===== src/design/aesrnd_pkg.sv =====
// types, S-box table and GF(2^8) helper for the AES round datapath
// no dependencies
package aesrnd_pkg;

	localparam int unsigned NumCols = 4;
	localparam int unsigned NumRows = 4;

	typedef logic [7:0] byte_t;
	typedef byte_t [NumRows-1:0] column_t;

	// pipeline load enables from the top-level control
	typedef struct packed {
		logic load_s1;
		logic load_s2;
	} pipe_ctl_t;

	localparam byte_t RedPoly = 8'h1B;

	localparam byte_t SBOX [256] = '{
		8'h63,8'h7C,8'h77,8'h7B,8'hF2,8'h6B,8'h6F,8'hC5,
		8'h30,8'h01,8'h67,8'h2B,8'hFE,8'hD7,8'hAB,8'h76,
		8'hCA,8'h82,8'hC9,8'h7D,8'hFA,8'h59,8'h47,8'hF0,
		8'hAD,8'hD4,8'hA2,8'hAF,8'h9C,8'hA4,8'h72,8'hC0,
		8'hB7,8'hFD,8'h93,8'h26,8'h36,8'h3F,8'hF7,8'hCC,
		8'h34,8'hA5,8'hE5,8'hF1,8'h71,8'hD8,8'h31,8'h15,
		8'h04,8'hC7,8'h23,8'hC3,8'h18,8'h96,8'h05,8'h9A,
		8'h07,8'h12,8'h80,8'hE2,8'hEB,8'h27,8'hB2,8'h75,
		8'h09,8'h83,8'h2C,8'h1A,8'h1B,8'h6E,8'h5A,8'hA0,
		8'h52,8'h3B,8'hD6,8'hB3,8'h29,8'hE3,8'h2F,8'h84,
		8'h53,8'hD1,8'h00,8'hED,8'h20,8'hFC,8'hB1,8'h5B,
		8'h6A,8'hCB,8'hBE,8'h39,8'h4A,8'h4C,8'h58,8'hCF,
		8'hD0,8'hEF,8'hAA,8'hFB,8'h43,8'h4D,8'h33,8'h85,
		8'h45,8'hF9,8'h02,8'h7F,8'h50,8'h3C,8'h9F,8'hA8,
		8'h51,8'hA3,8'h40,8'h8F,8'h92,8'h9D,8'h38,8'hF5,
		8'hBC,8'hB6,8'hDA,8'h21,8'h10,8'hFF,8'hF3,8'hD2,
		8'hCD,8'h0C,8'h13,8'hEC,8'h5F,8'h97,8'h44,8'h17,
		8'hC4,8'hA7,8'h7E,8'h3D,8'h64,8'h5D,8'h19,8'h73,
		8'h60,8'h81,8'h4F,8'hDC,8'h22,8'h2A,8'h90,8'h88,
		8'h46,8'hEE,8'hB8,8'h14,8'hDE,8'h5E,8'h0B,8'hDB,
		8'hE0,8'h32,8'h3A,8'h0A,8'h49,8'h06,8'h24,8'h5C,
		8'hC2,8'hD3,8'hAC,8'h62,8'h91,8'h95,8'hE4,8'h79,
		8'hE7,8'hC8,8'h37,8'h6D,8'h8D,8'hD5,8'h4E,8'hA9,
		8'h6C,8'h56,8'hF4,8'hEA,8'h65,8'h7A,8'hAE,8'h08,
		8'hBA,8'h78,8'h25,8'h2E,8'h1C,8'hA6,8'hB4,8'hC6,
		8'hE8,8'hDD,8'h74,8'h1F,8'h4B,8'hBD,8'h8B,8'h8A,
		8'h70,8'h3E,8'hB5,8'h66,8'h48,8'h03,8'hF6,8'h0E,
		8'h61,8'h35,8'h57,8'hB9,8'h86,8'hC1,8'h1D,8'h9E,
		8'hE1,8'hF8,8'h98,8'h11,8'h69,8'hD9,8'h8E,8'h94,
		8'h9B,8'h1E,8'h87,8'hE9,8'hCE,8'h55,8'h28,8'hDF,
		8'h8C,8'hA1,8'h89,8'h0D,8'hBF,8'hE6,8'h42,8'h68,
		8'h41,8'h99,8'h2D,8'h0F,8'hB0,8'h54,8'hBB,8'h16
	};

	// multiply by x in GF(2^8), reduce by x^8+x^4+x^3+x+1
	function automatic byte_t gf_double(input byte_t v);
		byte_t d;
		d = {v[6:0], 1'b0};
		if (v[7]) begin
			d = d ^ RedPoly;
		end
		return d;
	endfunction

endpackage


===== src/design/aesrnd_if.sv =====
// valid/ready channel interfaces for the AES round block
// no dependencies
interface aesrnd_in_if;
	logic        valid;
	logic        ready;
	logic [63:0] state_hi;
	logic [63:0] state_lo;

	modport source (output valid, output state_hi, output state_lo, input ready);
	modport sink (input valid, input state_hi, input state_lo, output ready);
endinterface

interface aesrnd_out_if;
	logic        valid;
	logic        ready;
	logic [63:0] result_hi;
	logic [63:0] result_lo;

	modport source (output valid, output result_hi, output result_lo, input ready);
	modport sink (input valid, input result_hi, input result_lo, output ready);
endinterface


===== src/design/aes_round_without_key_add_unit.sv =====
// AES round without key addition: SubBytes, ShiftRows, MixColumns
// Channels: blk_in carries the state as state_hi/state_lo, byte 0 in bits
// 63:56 of state_hi, column-major; blk_out carries result_hi/result_lo in
// the same layout. A transaction completes on a clock edge with valid and
// ready both high, on either channel.
// An input passes the lane register, then the output register.
// Throughput: one transaction per cycle while blk_out is not stalled, set
// by the two-stage pipeline (four S-box lanes into a register, then the
// MixColumns merge into the output register).
// Reset clears both stage valid bits; no result is shown after reset and
// the block is ready at once.
// When the receiver stalls, the result stays on blk_out unchanged and one
// more item is still taken into the lane stage; after that blk_in.ready
// drops until the output moves.
// depends on aesrnd_pkg, aesrnd_if, aesrnd_lane, aesrnd_merge
module aes_round_without_key_add_unit
	import aesrnd_pkg::*;
(
	input  logic clk,
	input  logic arst_n,
	aesrnd_in_if.sink    blk_in,
	aesrnd_out_if.source blk_out
);

	logic         valid_s1;
	logic         valid_s2;
	logic         adv_s2;
	pipe_ctl_t    ctl;
	logic [127:0] state_in;
	column_t      lane_in [NumCols];
	column_t      lane_out [NumCols];

	// handshake and stage enables
	assign adv_s2      = !valid_s2 || blk_out.ready;
	assign blk_in.ready = !valid_s1 || adv_s2;
	assign ctl.load_s1 = blk_in.valid && blk_in.ready;
	assign ctl.load_s2 = valid_s1 && adv_s2;

	always_ff @(posedge clk or negedge arst_n) begin
		if (!arst_n) begin
			valid_s1 <= 1'b0;
			valid_s2 <= 1'b0;
		end else begin
			if (ctl.load_s1) begin
				valid_s1 <= 1'b1;
			end else if (ctl.load_s2) begin
				valid_s1 <= 1'b0;
			end
			if (ctl.load_s2) begin
				valid_s2 <= 1'b1;
			end else if (blk_out.ready) begin
				valid_s2 <= 1'b0;
			end
		end
	end

	// ShiftRows as wiring: lane c row r takes byte 4((c+r) mod 4)+r
	assign state_in = {blk_in.state_hi, blk_in.state_lo};

	always_comb begin
		for (int c = 0; c < NumCols; c++) begin
			for (int r = 0; r < NumRows; r++) begin
				lane_in[c][r] = state_in[127 - 8*(4*((c + r) % NumCols) + r) -: 8];
			end
		end
	end

	// one S-box lane per column
	for (genvar c = 0; c < NumCols; c++) begin : g_lane
		aesrnd_lane u_lane (
			.clk     (clk),
			.ctl     (ctl),
			.col_in  (lane_in[c]),
			.col_out (lane_out[c])
		);
	end

	aesrnd_merge u_merge (
		.clk       (clk),
		.ctl       (ctl),
		.cols      (lane_out),
		.result_hi (blk_out.result_hi),
		.result_lo (blk_out.result_lo)
	);

	assign blk_out.valid = valid_s2;

endmodule


===== src/design/aesrnd_lane.sv =====
// one column lane: S-box on four bytes already placed by ShiftRows
// depends on aesrnd_pkg
module aesrnd_lane
	import aesrnd_pkg::*;
(
	input  logic      clk,
	input  pipe_ctl_t ctl,
	input  column_t   col_in,
	output column_t   col_out
);

	column_t sub_s1;

	// substitute every byte and hold it for the mixing stage
	always_ff @(posedge clk) begin
		if (ctl.load_s1) begin
			for (int r = 0; r < NumRows; r++) begin
				sub_s1[r] <= SBOX[col_in[r]];
			end
		end
	end

	assign col_out = sub_s1;

endmodule


===== src/design/aesrnd_merge.sv =====
// merging stage: MixColumns over the lane outputs, packing, output register
// depends on aesrnd_pkg
module aesrnd_merge
	import aesrnd_pkg::*;
(
	input  logic        clk,
	input  pipe_ctl_t   ctl,
	input  column_t     cols [NumCols],
	output logic [63:0] result_hi,
	output logic [63:0] result_lo
);

	column_t       mixed [NumCols];
	logic [127:0]  packed_res;
	logic [127:0]  result_s2;

	// circulant (02 03 01 01) per column
	always_comb begin
		for (int c = 0; c < NumCols; c++) begin
			mixed[c][0] = gf_double(cols[c][0]) ^ gf_double(cols[c][1]) ^ cols[c][1]
				^ cols[c][2] ^ cols[c][3];
			mixed[c][1] = cols[c][0] ^ gf_double(cols[c][1]) ^ gf_double(cols[c][2])
				^ cols[c][2] ^ cols[c][3];
			mixed[c][2] = cols[c][0] ^ cols[c][1] ^ gf_double(cols[c][2])
				^ gf_double(cols[c][3]) ^ cols[c][3];
			mixed[c][3] = gf_double(cols[c][0]) ^ cols[c][0] ^ cols[c][1]
				^ cols[c][2] ^ gf_double(cols[c][3]);
		end
	end

	// byte 4c+r lands at bits 127-8(4c+r) downward
	always_comb begin
		for (int c = 0; c < NumCols; c++) begin
			for (int r = 0; r < NumRows; r++) begin
				packed_res[127 - 8*(4*c + r) -: 8] = mixed[c][r];
			end
		end
	end

	always_ff @(posedge clk) begin
		if (ctl.load_s2) begin
			result_s2 <= packed_res;
		end
	end

	assign result_hi = result_s2[127:64];
	assign result_lo = result_s2[63:0];

endmodule


===== src/flat_wrapper.sv =====
// flat-port wrapper written by rule: the top's interface ports become plain ports
module aes_round_without_key_add_unit_flat import aesrnd_pkg::*;
  (clk, arst_n, blk_in_valid, blk_in_state_hi, blk_in_state_lo, blk_in_ready, blk_out_valid, blk_out_result_hi, blk_out_result_lo, blk_out_ready);
  aesrnd_in_if blk_in_i ();
  aesrnd_out_if blk_out_i ();
  input  logic clk;
  input  logic arst_n;
  input wire logic [$bits(blk_in_i.valid)-1:0] blk_in_valid;
  input wire logic [$bits(blk_in_i.state_hi)-1:0] blk_in_state_hi;
  input wire logic [$bits(blk_in_i.state_lo)-1:0] blk_in_state_lo;
  output wire logic [$bits(blk_in_i.ready)-1:0] blk_in_ready;
  output wire logic [$bits(blk_out_i.valid)-1:0] blk_out_valid;
  output wire logic [$bits(blk_out_i.result_hi)-1:0] blk_out_result_hi;
  output wire logic [$bits(blk_out_i.result_lo)-1:0] blk_out_result_lo;
  input wire logic [$bits(blk_out_i.ready)-1:0] blk_out_ready;
  assign blk_in_i.valid = blk_in_valid;
  assign blk_in_i.state_hi = blk_in_state_hi;
  assign blk_in_i.state_lo = blk_in_state_lo;
  assign blk_in_ready = blk_in_i.ready;
  assign blk_out_valid = blk_out_i.valid;
  assign blk_out_result_hi = blk_out_i.result_hi;
  assign blk_out_result_lo = blk_out_i.result_lo;
  assign blk_out_i.ready = blk_out_ready;
  aes_round_without_key_add_unit u_core (.clk(clk), .arst_n(arst_n), .blk_in(blk_in_i), .blk_out(blk_out_i));
endmodule

===== config.mk =====
export PLATFORM = sky130hd
export DESIGN_NAME = aes_round_without_key_add_unit_flat
export DESIGN_NICKNAME = d
export VERILOG_FILES = /design/src/design/aesrnd_pkg.sv /design/src/design/aesrnd_if.sv /design/src/design/aes_round_without_key_add_unit.sv /design/src/design/aesrnd_lane.sv /design/src/design/aesrnd_merge.sv /design/src/flat_wrapper.sv
export SDC_FILE = /design/constraint.sdc
export NUM_CORES = 2
export LEC_CHECK = 0
export BUFFER_PORTS_ARGS = -buffer_cell sky130_fd_sc_hd__buf_2
export CORE_UTILIZATION = 35
export CTS_CLUSTER_DIAMETER = 100
export CTS_CLUSTER_SIZE = 40
export DETAILED_ROUTE_END_ITERATION = 10
export PLACE_DENSITY = 0.58
export SETUP_SLACK_MARGIN = 0.02
export SYNTH_ARGS = -nofsm -noshare
export SYNTH_HDL_FRONTEND = slang
export SYNTH_SLANG_ARGS = --single-unit

===== constraint.sdc =====
create_clock -name clk -period 4 [get_ports clk]
set_input_delay 0.2 -clock clk [delete_from_list [all_inputs] [get_ports clk]]
set_output_delay 0.2 -clock clk [all_outputs]
set_load 0.02 [all_outputs]

**Yosys cells after proc, flatten, opt, wreduce, memory -nomap -nowiden**

Memory sizes are Yosys's and may differ from the RTL's. A register that Yosys moved wholly into a read port is not among the register bits.
Cells that the tools add are included.

- Muxes and demuxes: 20
- Reduce and logical (&&, ||, !) cells: 8
- Bitwise operators: 96

Operators by type and width:

| kind | number |
|---|---|
| $xor A8 B8 Y8 | 64 |
| $not A8 Y9 | 16 |
| $mux W5 | 16 |
| $not A4 Y4 | 16 |
| $mux W1 | 4 |
| $reduce_bool A2 Y1 | 2 |
| $logic_and A1 B1 Y1 | 2 |
| $logic_not A1 Y1 | 2 |
| $logic_or A1 B1 Y1 | 2 |

- Output and inout bits: 130
- Register bits after elaboration: 130
- Memories: 16
- Bits in read-only memories: 32768
- Logic and storage cells: 143

Memories:

| memory | words | bits a word | rd ports | clocked after Yosys merged registers in | write ports | RTL line | source |
|---|---|---|---|---|---|---|---|
| (name not given) | 256 | 8 | 1 | 1 | 0 | aesrnd_lane.sv:18 | `sub_s1[r] <= SBOX[col_in[r]];` |
| (name not given) | 256 | 8 | 1 | 1 | 0 | aesrnd_lane.sv:18 |  |
| (name not given) | 256 | 8 | 1 | 1 | 0 | aesrnd_lane.sv:18 |  |
| (name not given) | 256 | 8 | 1 | 1 | 0 | aesrnd_lane.sv:18 |  |
| (name not given) | 256 | 8 | 1 | 1 | 0 | aesrnd_lane.sv:18 |  |
| (name not given) | 256 | 8 | 1 | 1 | 0 | aesrnd_lane.sv:18 |  |
| 10 more memories | - | - | - | - | - | - |  |

**Longest topological paths before layout**

- Word-level depth: 6
- Mapped depth: 12
- Gate-level depth less buffers: 8

**Hierarchy**

Synthesis repeated with hierarchy kept, for this count alone.

- Cell total of the unflattened synthesis: 9295
- Area total of the unflattened synthesis: 65708.0 µm²

By module, submodules not included:

| module | times used | area an instance (µm²) | seq. area each (µm²) | cells an instance |
|---|---|---|---|---|
| aesrnd_lane (u_core.g_lane[2].u_lane) | 1 | 14274.9 | 960.9 | 2226 |
| aesrnd_lane (u_core.g_lane[3].u_lane) | 1 | 14248.7 | 960.9 | 2259 |
| aesrnd_lane (u_core.g_lane[0].u_lane) | 1 | 14051.0 | 960.9 | 2200 |
| aesrnd_lane (u_core.g_lane[1].u_lane) | 1 | 13970.9 | 960.9 | 2158 |
| aesrnd_merge | 1 | 9058.7 | 3843.7 | 444 |
| aes_round_without_key_add_unit | 1 | 103.8 | 50.0 | 8 |

**Worst setup path after synthesis**

No wires, ideal clock.

- Path type: reg2reg
- Start point: register u_core.valid_s2 (netlist: u_core.blk_out.valid)
- End point: register u_core.g_lane[0].u_lane.sub_s1 (netlist bit u_core.g_lane[0].u_lane.col_out[0]) (enable)
- Required time: 3.498 ns
- Path slack: -0.225 ns
- Data arrival time: 3.723 ns
- Path buffers: 0
- Stages on the path, launching flop included: 3
- Cells stage by stage: dfrtp_1 > nand3b_1 > and2_1

RTL lines:

| what | RTL line | source |
|---|---|---|
| start: declaration | aes_round_without_key_add_unit.sv:26 | `logic valid_s2;` |
| start signal: assignment | aes_round_without_key_add_unit.sv:42 | `valid_s2 <= 1'b0;` |
| start signal: assignment | aes_round_without_key_add_unit.sv:50 | `valid_s2 <= 1'b1;` |
| start signal: assignment | aes_round_without_key_add_unit.sv:52 | `valid_s2 <= 1'b0;` |
| end: declaration | aesrnd_lane.sv:12 | `column_t sub_s1;` |

**Worst setup path in the final report**

- Start point: input blk_in_state_hi[25]
- End point: register u_core.g_lane[1].u_lane.sub_s1 (netlist bit u_core.g_lane[1].u_lane.col_out[3]) (data pin)

- Cells in the longest elaborated chain, start to end: 1

RTL lines:

| what | RTL line | source |
|---|---|---|
| start: declaration | flat_wrapper.sv:9 | `input wire logic [$bits(blk_in_i.state_hi)-1:0] blk_in_state_hi;` |
| $not A8 Y9 (not written as such) | aesrnd_lane.sv:18 |  |
| end: declaration | aesrnd_lane.sv:12 |  |

Every way passes these cells.
A chain may end at the register's enable or synchronous reset.

==> reports/results.tsv <==
metric	value	unit
outcome	complete, no violations	
Placement Rows	157	
count of pins on the block boundary	262	
worst endpoint data arrival time	3.32	ns
XOR/XNOR share of the synthesized area	6.33	%
full die area	0.187	mm2
top cell types by occurrence after synthesis	sky130_fd_sc_hd__a21oi_1, sky130_fd_sc_hd__nand2_1, sky130_fd_sc_hd__o21ai_0	
Initial Util	35.4	%
overall track demand over capacity in global routing	33.8	%
last weighted congestion value of the routability-driven placer	1.06	
IO Port Bufs	261	
final std cells w/o fill	11303	
fraction of post-synthesis cell area in the top cell type by area	11.8	%
CTS root buffer	sky130_fd_sc_hd__clkbuf_16	
Critical path buffers and inverters	2	
later-pin clock latency in the skew report	0.66	ns
share of flip-flops with an asynchronous set or reset after synthesis	0.775	%
largest net degree at the start of global routing	143	
placed wire-length estimate after detailed placement	239000	um
Initial DRT Pass Iterations	7	
via count	79896	
first-pass GRT wire length	493000	um
critical path's top delay family	simple AND/OR/NAND/NOR gates	
number of hold violations in the final report	0	
library cell occupying the most area in the post-synthesis netlist	sky130_fd_sc_hd__edfxtp_1	
final worst-path cycle share	73.8	%
P per Cell Area	262	mW/mm2
total non-filler cell area in the finished layout	0.0687	mm2
highest clock rate	0.339	GHz
final antenna-violating net count	0	
number of buffers inserted by post-CTS setup repair	0	
sum of overflow across all layers after global routing	0	
Crit path largest cell delay	0.61	ns
reported leakage power	24.0	nW
total of endpoints with negative setup slack in the final report	0	
per-cell via count in the routed design	7.07	
Horiz. Die Dim	433	um
combinational family with the most area after synthesis	compound AO/OA/AOI/OAI gates	
slack of the worst reg-to-reg path	1.87	ns
synthesized flop and latch total	258	
VDD IR max	0.332	mV
Worst setup EP type	flop	
top post-synthesis cells by area	sky130_fd_sc_hd__edfxtp_1, sky130_fd_sc_hd__mux4_2, sky130_fd_sc_hd__a21oi_1	
maximum level of the CTS H-tree	1	
mean instance size in the synthesized netlist	7.02	um2
multiplexer share of the synthesized area	8.16	%
Synth Cell Area	0.0649	mm2
number of global-route vias before repair	72626	
total negative slack	0	ns
worst-path cell chain	buf_2 -> inv_1 -> ha_1 -> and2_0 -> nor2_1 -> mux4_2 -> o221ai_1 -> nand3_1 -> o311a_1	
Max Transition Viols Final	0	
Die Height	433	um
CP startpoint kind	input port	
actual slew at the worst max-slew pin	1.31	ns
post-synth net total	9624	
Critical Path RT	4.37	ns
kind of path behind the tightest hold check	input port to flop	
most frequently used cell type in the post-synthesis netlist	sky130_fd_sc_hd__a21oi_1	
number of nets in the finished design	9180	
Core Box Area	0.184	mm2
Yosys warnings	0	
largest fanout on the critical path	15	
post-route worst hold slack	0.0867	ns
initial DRC count	15219	
post-layout minimum cycle time	2.95	ns
Critical Setup Path Class	input port to flop	
synthesized instance count	9252	
max-cap violations	0	
clock sink total	258	
number of enable-type register cells in the synthesized netlist	256	
fillers	19496	
post-detailed-route DRC marker count	0	
sequential-to-total area share from yosys stat	11.9	%
number of library cell types mapped by synthesis	96	
Relative slew margins	10.5	%
Post-Place Cells	11241	
compound-gate portion of the synthesized area	36.6	%
clk slew on worst S/H paths	0.08	ns
post-synthesis share of cell area spent on full adders, half adders and majority gates	4.62	%
Pwr Total	18.0	mW
worst clock skew on the final layout	0.0424	ns
worst-path cell with the longest stage delay	sky130_fd_sc_hd__ha_1	
area growth from synthesis to layout	5.80	%
unrepaired setup endpoints after global routing	no	
routed wirelength normalized by instance count	29.7	um
layout cells sized above 1	11.6	%
CTS tree	yes	
Clock Tree Buf Depth	3	
number of antenna violations at the first check in global routing	35	
Synth Area in Simple Gates	24.2	%
TritonCTS buffer count	24	
Detailed Route WL	336000	um
predominant post-synthesis flop cell	sky130_fd_sc_hd__edfxtp_1	
Area after DPL	0.0676	mm2
-- logic make-up after synthesis --
kind of cell / count (synthesis)
XOR/XNOR: 469
AO/OA/AOI/OAI: 3546
AND/OR/NAND/NOR: 3173
buffers and inverters: 1261
adder cells (fa/ha/maj): 240
multiplexers: 305
flip-flops: 258
-- state kept, by name, summed over array words and instances, names as in the netlist --
register,count
u_core.valid_s1,1
u_core.g_lane.u_lane.col_out,128
u_core.blk_out.valid,1
u_core.u_merge.result_s2,128
-- cell type report --
| class | count | area, um2 | area share [%] |
|---|---|---|---|
| diodes | 13 | 32.5 | 0.0474 |
| clock buffers | 26 | 629 | 0.916 |
| clock inverters | 18 | 379 | 0.552 |
| inverters | 162 | 608 | 0.885 |
| multi-input cells | 7733 | 51900 | 75.5 |
| flip-flops and latches | 258 | 7740 | 11.3 |
| well taps | 2464 | 3080 | 4.49 |
| repair buffers | 629 | 4360 | 6.35 |
-- where the power goes --
group | total (mW) | leakage (nW) | switching, mW | internal [mW]
clock | 3.01 | 0.476 | 1.63 | 1.38
sequential | 4.37 | 2.48 | 0.584 | 3.78
combinational | 10.6 | 21.0 | 6.81 | 3.79
total | 18.0 | 24.0 | 9.02 | 8.95
-- per-stage QoR --
stage / worst slack, ns / utilization [%]
floorplan: 0.955 / -
global placement: 0.545 / 36.8
detailed placement: 0.592 / 36.8
CTS: 1.27 / 37.4
global route: 1.10 / 37.4
finish: 1.05 / 37.4
-- path summary, 6_finish.rpt --
| kind | startpoint | to | depth (start not counted) |
|---|---|---|---|
| max | blk_in_state_hi[25] | u_core.g_lane[1].u_lane.col_out[3] | 9 |
| min | blk_in_state_hi[15] | u_core.g_lane[3].u_lane.col_out[22] | 2 |
| max reg2reg | u_core.blk_out.valid | u_core.g_lane[2].u_lane.col_out[22] | 3 |
| min reg2reg | u_core.valid_s1 | u_core.blk_out.valid | 1 |
| max in group asynchronous | arst_n | u_core.valid_s1 | 3 |
| min in group asynchronous | arst_n | u_core.blk_out.valid | 3 |
-- timing repair --
action | 4_1_cts | 5_1_grt
resized for setup | 0 | 0
hold buffers | 5 | 0
hold endpoints to repair | 4 | 0
-- layout by cell type (no fill, tap or decap), types with 72 or more instances in the layout --
| cell type | Yosys | routed |
|---|---|---|
| sky130_fd_sc_hd__nand2b_1 | 357 | 357 |
| sky130_fd_sc_hd__nand3_1 | 301 | 301 |
| sky130_fd_sc_hd__xnor2_1 | 371 | 371 |
| sky130_fd_sc_hd__mux4_2 | 176 | 176 |
| sky130_fd_sc_hd__a211o_1 | 82 | 82 |
| sky130_fd_sc_hd__buf_2 | 346 | 240 |
| sky130_fd_sc_hd__a31oi_1 | 240 | 240 |
| sky130_fd_sc_hd__a311oi_1 | 159 | 159 |
| sky130_fd_sc_hd__edfxtp_1 | 256 | 256 |
| sky130_fd_sc_hd__nor2_1 | 676 | 676 |
| sky130_fd_sc_hd__nor2b_1 | 242 | 242 |
| sky130_fd_sc_hd__buf_4 | 21 | 366 |
| sky130_fd_sc_hd__and2_1 | 83 | 81 |
| sky130_fd_sc_hd__o22ai_1 | 79 | 79 |
| sky130_fd_sc_hd__a21oi_1 | 790 | 790 |
| sky130_fd_sc_hd__a211oi_1 | 255 | 255 |
| sky130_fd_sc_hd__xor2_1 | 98 | 98 |
| sky130_fd_sc_hd__nor3_1 | 323 | 323 |
| sky130_fd_sc_hd__o311ai_0 | 115 | 115 |
| sky130_fd_sc_hd__o221ai_1 | 72 | 72 |
| sky130_fd_sc_hd__ha_1 | 240 | 240 |
| sky130_fd_sc_hd__mux2i_1 | 94 | 94 |
| sky130_fd_sc_hd__o211ai_1 | 217 | 217 |
| sky130_fd_sc_hd__or2_2 | 78 | 78 |
| sky130_fd_sc_hd__o31ai_1 | 96 | 96 |
| sky130_fd_sc_hd__o21ai_0 | 729 | 729 |
| sky130_fd_sc_hd__nand2_1 | 751 | 751 |
| sky130_fd_sc_hd__inv_1 | 115 | 115 |
-- layer usage --
metal | wire length [um] | up-vias | track usage, % | part of all wire, %
met1 | 130000 | 37719 | 45.5 | 39
met3 | 40500 | 1304 | 6.76 | 12
met5 | 127 | - | 0 | 0.038
met2 | 144000 | 6704 | 51.0 | 43
met4 | 20600 | 18 | 17.1 | 6.1
li1 | - | 34151 | - | -
Note: power is estimated with default switching activity, not from simulation.
